--- config.mk ---
export PLATFORM = sky130hd
export DESIGN_NAME = modbus_rtu_frame_receiver_top
export DESIGN_NICKNAME = d
export VERILOG_FILES = /design/src/rtl/mbrx_pkg.sv /design/src/rtl/mbrx_crc_step.sv /design/src/rtl/modbus_rtu_frame_receiver_top.sv
export SDC_FILE = /design/constraint.sdc
export NUM_CORES = 1
export LEC_CHECK = 0
export ABC_AREA = 1
export BUFFER_PORTS_ARGS = -buffer_cell sky130_fd_sc_hd__buf_2
export CORE_ASPECT_RATIO = 0.75
export CORE_MARGIN = 1
export CORE_UTILIZATION = 48
export CTS_CLUSTER_DIAMETER = 60
export CTS_CLUSTER_SIZE = 25
export DETAILED_ROUTE_END_ITERATION = 6
export GPL_ROUTABILITY_DRIVEN = 0
export PLACE_DENSITY_LB_ADDON = 0.15
export SLEW_MARGIN = 10
export SYNTH_ARGS = -nofsm -noshare
export SYNTH_HDL_FRONTEND = slang
export SYNTH_SLANG_ARGS = --single-unit
--- constraint.sdc ---
create_clock -name clk_i -period 3 [get_ports clk_i]
set_input_delay 0.15 -clock clk_i [delete_from_list [all_inputs] [get_ports clk_i]]
set_output_delay 0.15 -clock clk_i [all_outputs]
set_load 0.005 [all_outputs]
--- src/rtl/mbrx_pkg.sv ---
// shared constants and types for the modbus rtu frame receiver
package mbrx_pkg;

  localparam int unsigned BufferDepth = 32;
  localparam int unsigned PosW        = $clog2(BufferDepth);
  localparam int unsigned PosNxW      = PosW + 1;
  localparam int unsigned LenW        = 9;

  localparam logic [15:0] CrcPoly = 16'hA001;
  localparam logic [15:0] CrcInit = 16'hFFFF;

  localparam logic [7:0] FuncReadHolding   = 8'h03;
  localparam logic [7:0] FuncWriteSingle   = 8'h06;
  localparam logic [7:0] FuncWriteMultiple = 8'h10;

  localparam logic [LenW-1:0] LenShort = LenW'(8);
  localparam logic [LenW-1:0] LenLong  = LenW'(9);
  localparam logic [LenW-1:0] DepthLen = LenW'(BufferDepth);

  localparam logic [PosW-1:0] PosAddr     = PosW'(0);
  localparam logic [PosW-1:0] PosFunc     = PosW'(1);
  localparam logic [PosW-1:0] PosPayload  = PosW'(2);
  localparam logic [PosW-1:0] PosByteCnt  = PosW'(6);

  typedef struct packed {
    logic       frame_dropped;
    logic       frame_ok;
  } mbrx_flags_t;

endpackage

--- src/rtl/mbrx_crc_step.sv ---
// crc-16 update over one byte, reflected polynomial, bitwise unrolled
module mbrx_crc_step (
  input  logic [15:0] crc_i,
  input  logic [7:0]  byte_i,
  output logic [15:0] crc_o
);
  import mbrx_pkg::*;

  always_comb begin
    logic [15:0] c;
    c = crc_i ^ {8'h00, byte_i};
    for (int k = 0; k < 8; k++) begin
      if (c[0]) begin
        c = (c >> 1) ^ CrcPoly;
      end else begin
        c = c >> 1;
      end
    end
    crc_o = c;
  end

endmodule

--- src/rtl/modbus_rtu_frame_receiver_top.sv ---
// modbus rtu request frame receiver with crc-16 check, top level
//
// bytes from the uart enter on the slave stream, one byte per transfer.
// each byte leaves on the master stream with its frame buffer position,
// so a downstream buffer can write it; tuser flags the byte that
// completes a frame with a good crc (frame_ok) or the byte that aborts
// the hunt on a bad function code, crc mismatch or overlong frame
// (frame_dropped).
// each accepted byte is registered and shown on the master stream in
// the cycle after its transfer. throughput is one byte per cycle while
// the master stream does not stall; the frame state and the eight crc
// bit steps settle combinationally between input and output register.
// the output register is refilled in the same cycle it is taken, so
// s_axis_tready_o is low only while a result waits and m_axis_tready_i
// is low.
// reset clears the output valid, puts the receiver back to hunting for
// the address byte and sets the station address to 1. cfg_we_i writes
// the station address; it is to be written only while the stream is idle, which the block itself does not enforce.
module modbus_rtu_frame_receiver_top (
  input  logic        clk_i,
  input  logic        rst_ni,
  input  logic        cfg_we_i,
  input  logic [7:0]  cfg_wdata_i,
  input  logic        s_axis_tvalid_i,
  output logic        s_axis_tready_o,
  input  logic [7:0]  s_axis_tdata_i,   // rx_byte
  output logic        m_axis_tvalid_o,
  input  logic        m_axis_tready_i,
  output logic [15:0] m_axis_tdata_o,   // store_index[4:0], store_byte[12:5], zero fill
  output mbrx_pkg::mbrx_flags_t m_axis_tuser_o  // frame_ok[0], frame_dropped[1]
);
  import mbrx_pkg::*;

  logic [7:0]      station_q;
  logic [PosW-1:0] pos_q, pos_d;
  logic [LenW-1:0] len_q, len_d;
  logic [15:0]     crc_q, crc_d;
  logic [15:0]     crc_in, crc_next;

  logic            out_valid_q;
  logic [4:0]      idx_q;
  logic [7:0]      byte_q;
  mbrx_flags_t     flags_q, flags_d;

  logic            accept;
  logic [7:0]      b;
  logic [LenW-1:0] pos_ext;
  logic [LenW-1:0] len_v;
  logic [PosNxW-1:0] pos_nx;
  logic            overlong;

  assign s_axis_tready_o = !out_valid_q || m_axis_tready_i;
  assign accept          = s_axis_tvalid_i && s_axis_tready_o;
  assign b               = s_axis_tdata_i;
  assign pos_ext         = LenW'(pos_q);
  assign pos_nx          = PosNxW'(pos_q) + PosNxW'(1);
  assign crc_in          = (pos_q == PosAddr) ? CrcInit : crc_q;

  mbrx_crc_step u_crc (
    .crc_i  (crc_in),
    .byte_i (b),
    .crc_o  (crc_next)
  );

  always_comb begin
    pos_d    = pos_q;
    len_d    = len_q;
    crc_d    = crc_q;
    flags_d  = '0;
    len_v    = len_q;
    overlong = 1'b0;
    if (accept) begin
      if (pos_q == PosAddr) begin
        crc_d = crc_next;
        if (b == station_q) begin
          pos_d = PosFunc;
        end
      end else if (pos_q == PosFunc) begin
        crc_d = crc_next;
        if (b inside {FuncReadHolding, FuncWriteSingle}) begin
          len_d = LenShort;
          pos_d = PosPayload;
        end else if (b == FuncWriteMultiple) begin
          len_d = LenLong;
          pos_d = PosPayload;
        end else begin
          flags_d.frame_dropped = 1'b1;
          pos_d = PosAddr;
          len_d = '0;
        end
      end else begin
        if (len_q > LenShort && pos_q == PosByteCnt) begin
          len_v    = len_q + LenW'(b);
          len_d    = len_v;
          overlong = len_v > DepthLen;
        end
        if (overlong) begin
          flags_d.frame_dropped = 1'b1;
          pos_d = PosAddr;
          len_d = '0;
        end else if (pos_ext + LenW'(2) == len_v) begin
          if (crc_q[7:0] == b) begin
            pos_d = pos_nx[PosW-1:0];
          end else begin
            flags_d.frame_dropped = 1'b1;
            pos_d = PosAddr;
            len_d = '0;
          end
        end else if (pos_ext + LenW'(1) == len_v) begin
          flags_d.frame_ok      = (crc_q[15:8] == b);
          flags_d.frame_dropped = (crc_q[15:8] != b);
          pos_d = PosAddr;
          len_d = '0;
        end else begin
          crc_d = crc_next;
          if (pos_nx >= PosNxW'(BufferDepth)) begin
            pos_d = PosAddr;
            len_d = '0;
          end else begin
            pos_d = pos_nx[PosW-1:0];
          end
        end
      end
    end
  end

  always_ff @(posedge clk_i or negedge rst_ni) begin
    if (!rst_ni) begin
      station_q   <= 8'd1;
      pos_q       <= PosAddr;
      len_q       <= '0;
      crc_q       <= CrcInit;
      out_valid_q <= 1'b0;
    end else begin
      if (cfg_we_i) begin
        station_q <= cfg_wdata_i;
      end
      pos_q <= pos_d;
      len_q <= len_d;
      crc_q <= crc_d;
      if (accept) begin
        out_valid_q <= 1'b1;
      end else if (m_axis_tready_i) begin
        out_valid_q <= 1'b0;
      end
    end
  end

  always_ff @(posedge clk_i) begin
    if (accept) begin
      idx_q   <= pos_ext[4:0];
      byte_q  <= b;
      flags_q <= flags_d;
    end
  end

  assign m_axis_tvalid_o = out_valid_q;
  assign m_axis_tdata_o  = {3'b000, byte_q, idx_q};
  assign m_axis_tuser_o  = flags_q;

  a_flags_exclusive: assert property (@(posedge clk_i) disable iff (!rst_ni)
    m_axis_tvalid_o |-> !(flags_q.frame_ok && flags_q.frame_dropped))
    else $error("frame_ok and frame_dropped both set");

  a_accept_fills: assert property (@(posedge clk_i) disable iff (!rst_ni)
    accept |=> out_valid_q)
    else $error("accepted byte not presented");

  a_len_set: assert property (@(posedge clk_i) disable iff (!rst_ni)
    (pos_q != PosAddr && pos_q != PosFunc) |-> (len_q >= LenShort))
    else $error("payload position without frame length");

  a_ok_late: assert property (@(posedge clk_i) disable iff (!rst_ni)
    (m_axis_tvalid_o && flags_q.frame_ok) |-> (idx_q >= 5'd7))
    else $error("frame completed too early");

  a_restart_after_end: assert property (@(posedge clk_i) disable iff (!rst_ni)
    (accept && (flags_d.frame_ok || flags_d.frame_dropped)) |=>
      (pos_q == PosAddr && len_q == '0))
    else $error("hunt not restarted after frame end");

endmodule
Yosys cells after proc, flatten, opt, wreduce, memory -nomap -nowiden
Index checks and enable logic that the tools add are counted.
Storage, ports and cells
  bits in registers: 54
Cells by class
  add/subtract/negate cells: 4
  magnitude comparators: 3
  equality and inequality tests: 15
  muxes and demuxes: 49
  bitwise operators: 11
  reduce and logical (&&, ||, !) cells: 11
Operator list (number)
  16-bit two-way mux: 14
  9-bit two-way mux: 10
  5-bit two-way mux: 8
  8-bit == test: 3
  2-bit NOT with 3-bit output: 8
  6-bit by 9-bit == test with 1-bit output: 2
  16-bit by 8-bit XOR with 16-bit output: 1
  5-bit by 1-bit adder with 6-bit output (second input constant): 2
  1-bit two-way mux: 12
  9-bit by 8-bit adder with 9-bit output: 1
  9-bit by 4-bit greater-than comparator with 1-bit output (second input constant): 1
  9-bit by 6-bit greater-than comparator with 1-bit output (second input constant): 1
  3-bit inequality test (second input constant): 3
  8-bit by 2-bit == test with 1-bit output (second input constant): 1
  8-bit by 3-bit == test with 1-bit output (second input constant): 1
  8-bit by 5-bit == test with 1-bit output (second input constant): 1
  4-bit two-way mux: 2
  8-bit inequality test: 1
  5-bit by 2-bit adder with 6-bit output (second input constant): 1
  6-bit >= comparator (second input constant): 1
  2-bit two-way mux: 3
  5-bit by 1-bit == test with 1-bit output (second input constant): 1
  5-bit by 3-bit == test with 1-bit output (second input constant): 1
  5-bit logical NOT: 1
  9 further kinds: 13

Logic depth before layout (Yosys ltp)
  word-level depth: 24
  gate-level depth with buffers: 20

Hierarchy
A second synthesis with hierarchy kept.
Unflattened totals
  cell total of the unflattened synthesis: 603
  area total of the unflattened synthesis: 4453.0 µm²
Modules (own cells, without submodules)
  modbus_rtu_frame_receiver_top: instances 1, cells each 538, area each 4007.6 µm²
  mbrx_crc_step: instances 1, cells each 65, area each 445.4 µm²

Worst setup path after synthesis
No wires, ideal clock.
  path type: register to register
  from: register len_q[0]
  to: register crc_q[12]
  setup time: 0.069 ns
  arrival: 2.559 ns
  slack: 0.372 ns
  stages on the path, launching flop included: 18
  period minus slack after synthesis: 2.628 ns
  cells stage by stage: dfrtp_1 ha_1 inv_1 fa_1 nand3b_1 nand2_1 nand4_1 nand2_1 nand2_1 nand2_1 nand2_1 o21ai_1 nand3_1 or2_1 nand3_4 buf_6 nand2_1 o21ai_2
On the way
  longest elaborated chain between the ends: 9
  elaborated cells between the ends (all ways): 18
  classes of those cells: 1 x add/sub; 2 x order compare; 5 x eq/ne; 8 x mux; 2 x reduce/logical
Ends and longest elaborated chain
  from (decl): line modbus_rtu_frame_receiver_top.sv:36  | logic [LenW-1:0] len_q, len_d;
  from (signal assigned): line modbus_rtu_frame_receiver_top.sv:139  | len_q <= len_d;
  branches (longest 8 deep; another with 9-bit by 8-bit adder with 9-bit output)
  4-bit AND reduction (no source line) (*)
  to (signal assigned): line modbus_rtu_frame_receiver_top.sv:132  | crc_q <= CrcInit;
  to (signal assigned): line modbus_rtu_frame_receiver_top.sv:140  | crc_q <= crc_d;
  to (decl): line modbus_rtu_frame_receiver_top.sv:37  | logic [15:0] crc_q, crc_d;
Every way passes the cells marked *. The select of a mux whose other input is x is not followed.
A chain may end at the register's enable or synchronous reset.

Worst setup path in the final report
  from: register len_q[0]
  to: register crc_q[13]
Same word-level chain as after synthesis.

==> impl_metrics.csv <==
group,metric,value,unit
yosys,synth.avg_cell_area,7.411,µm²
power,leakagePower,2.295,nW
die,ios,41,
cts,cts_buffers,5,
global_routing,grt_pass1_vias,3231,
global_routing,gr-total-overflow,0,
sta,fmax,346.3,MHz
final_layout,layout-drive-gt1-share,0.2339,
cts,cts_tree,"built",
die,die_w,106.7,µm
cts,clkTransAtPathRegs,0.10,ns
power,pwr-share-seq,0.257,
critical_path,max_stage_delay,0.42,ns
power,p_per_area,1118,nW/µm²
critical_path,cp-end-kind,"flop",
cts,cts-htree-levels,2,
route,drc,0,
status,status,"complete, no violations",
yosys,synth_commonest_cells,"164 x nand2_1, 65 x inv_1, 49 x nand3_1",
critical_path,startpoint_type,"flop",
yosys,synth_top_area_frac,0.1561,
sta,slew_viol_final,0,
sta,skew,0.006141,ns
yosys,yosysSeqAreaShare,0.3672,
yosys,synthFlopType,"dfrtp_1",
sta,setup_violations,0,
yosys,ys_ff_latch,54,
global_routing,grt_start_max_net_pins,40,
critical_path,crit_top_cell,"nand2_1",
sta,tns,0,ns
worst_hold_path,hp-class,"input port to flop",
sta,period_needed,2.887,ns
yosys,synth.most_common_cell,"nand2_1",
global_routing,grt_pass1_wl,15.66,mm
die,core_area,7918,µm²
final_layout,fillers,723,
die,die_h,80.49,µm
die,num_rows,28,
route,num_vias,3662,
die,start_util,0.4979,
place,port_buffers,37,
final_layout,syn_to_final_growth,15.49,%
yosys,async_reset_ff_frac,0.7222,
final_layout,nets,624,
sta,hold_ws,0.03620,ns
run,maxCapViolCount,0,
final_layout,finish.utilization,0.5751,
final_layout,n_antenna_cell,0,
cts,cts_root_buffer,"clkbuf_8",
yosys,synth_area,3943,µm²
route,via_per_inst,5.269,
power,p_switching,2.415,mW
yosys,syn_inst,532,
yosys,synth_cell_type_count,42,
route,dr.pass1.iters,5,
sta,hold_viol,0,
route,wl,10.13,mm
power,power_frac_comb,0.652,
route,drt_iter0_drc,190,
sta,slew_headroom,0.4029,
critical_path,worstSetupPathType,"flop to flop",
critical_path,crit_required,3.25,ns
place,dp_hpwl,7.520,mm
yosys,synth_area_leader_cell,"nand2_1",
yosys,yosysWarnings,0,
cts,cts.sinks,54,
final_layout,multi_input_area,2172,µm²
power,p_total,5.092,mW
sta,fin_crit_sh,0.9624,
sta,worstMarginPinSlew,0.8957,ns
yosys,synthTopCellsByArea,"nand2_1 16%, dfrtp_1 14%, edfxtp_1 11%",
global_routing,antenna_found_initial,0,
power,internal_power,2.677,mW
cts,cts_buffer_depth,2,
route,ant_nets,0,
die,die_area,8584,µm²
power,pwr-share-clk,0.091,
critical_path,cpMaxStageDelayCell,"dfrtp_1",
power,ir_drop,0.5477,mV
final_layout,regArea,1448,µm²
global_routing,grt_util_all_layers,0.2389,
route,routedWlPerCell,14.57,µm
power,switching_share,0.4742,
sta,rsz0062_at_grt,"yes",
cts,clock_latency,0.31,ns
critical_path,arrival,3.14,ns
yosys,synth-edff-count,15,
critical_path,crit_chain,"ha_2 > inv_1 > fa_2 > nand3b_1 > nand2_2 > nand2_1 > nand2_1 > nand2_1 > nand2_1 > nand2_1 > nand2_1 > nand3_1 > nor2_2 > nand3_2 > or2_1 > nand3_4 > clkbuf_16 > nand2_1 > o21ai_2",
critical_path,cp_max_fo,5,
critical_path,r2r_slack,0.11,ns
[metal layers]
metal	wire length (µm)	GRT usage	vias to the layer above
li1	-	-	1817
met1	5111	0.3532	1703
met2	4189	0.3639	137
met3	766	0.04464	5
met4	62	0.04247	0
met5	0	0	-
[power by group through the flow]
stage / clock [mW] / sequential, mW / combinational (mW)
floorplan: 0 / 1.27 / 2.41
global placement: 0 / 1.31 / 3.07
detailed placement: 0 / 1.31 / 3.13
CTS: 0.476 / 1.30 / 3.14
global route: 0.503 / 1.33 / 3.69
finish: 0.464 / 1.31 / 3.32
[stage by stage]
step	instances	setup slack, ns	instance area (µm²)
5_1_grt	695	-0.04194	4553
3_3_place_gp	678	0.1912	4305
4_1_cts	687	0.04005	4420
3_5_place_dp	678	0.07291	4305
2_1_floorplan	534	0.3723	3950
6_report	695	0.1127	4553
[final timing paths]
kind                       cells past startpoint            from              end
min in group asynchronous                      2          rst_ni  m_axis_tvalid_o
max                                           19        len_q[0]        crc_q[13]
max reg2reg                                   19        len_q[0]        crc_q[13]
max in group asynchronous                      2          rst_ni         pos_q[1]
min                                            3  cfg_wdata_i[3]     station_q[3]
min reg2reg                                    2        crc_q[3]         crc_q[3]
[cell families after synthesis]
| kind of cell | Yosys count | synth area share |
|---|---|---|
| buf+inv | 85 | 0.09330 |
| flops | 54 | 0.3672 |
| compound gates | 53 | 0.07522 |
| mux | 1 | 0.002856 |
| fa+ha+maj | 14 | 0.04634 |
| xor+xnor | 33 | 0.07712 |
| simple gates | 291 | 0.3370 |
| other cells | 1 | 0.0009512 |
[what timing repair did]
item / in CTS / in global routing
setup endpoints to repair: 0 / 27
gates resized for setup: 0 / 12
hold buffers: 1 / 0
setup buffers: 0 / 4
endpoints found under the hold margin: 1 / 0
[placed cells by master (no fill, tap or decap), drive strengths merged, types with 6 or more instances in the layout]
master,n
xor2,17
nand4,13
dfrtp,22
a21oi,11
inv,69
clkbuf,9
or2,6
xnor2,15
nor2,29
nand2,179
edfxtp,15
buf,60
ha,13
o21ai,38
dfstp,17
nand3,54
[critical path: cells and delay by family, from the launching register on]
family | cells | cell delay, ns
simple gates | 14 | 1.59
fa+ha+maj | 2 | 0.55
flops | 1 | 0.42
buf+inv | 2 | 0.22
compound gates | 1 | 0.05
[layout make-up]
| cell class | count | share of cell area |
|---|---|---|
| flip-flops and latches | 54 | 0.3179 |
| repair buffers | 63 | 0.09618 |
| well taps | 105 | 0.02885 |
| clock buffers | 7 | 0.02116 |
| clock inverters | 1 | 0.001924 |
| inverters | 69 | 0.05688 |
| multi-input cells | 396 | 0.4771 |
[sequential cells by signal, indices dropped and copies added, names as in the netlist]
| signal | cells |
|---|---|
| m_axis_tvalid_o | 1 |
| m_axis_tuser_o | 2 |
| station_q | 8 |
| crc_q | 16 |
| len_q | 9 |
| idx_q | 5 |
| pos_q | 5 |
| byte_q | 8 |
(Power assumes the default switching activity.)
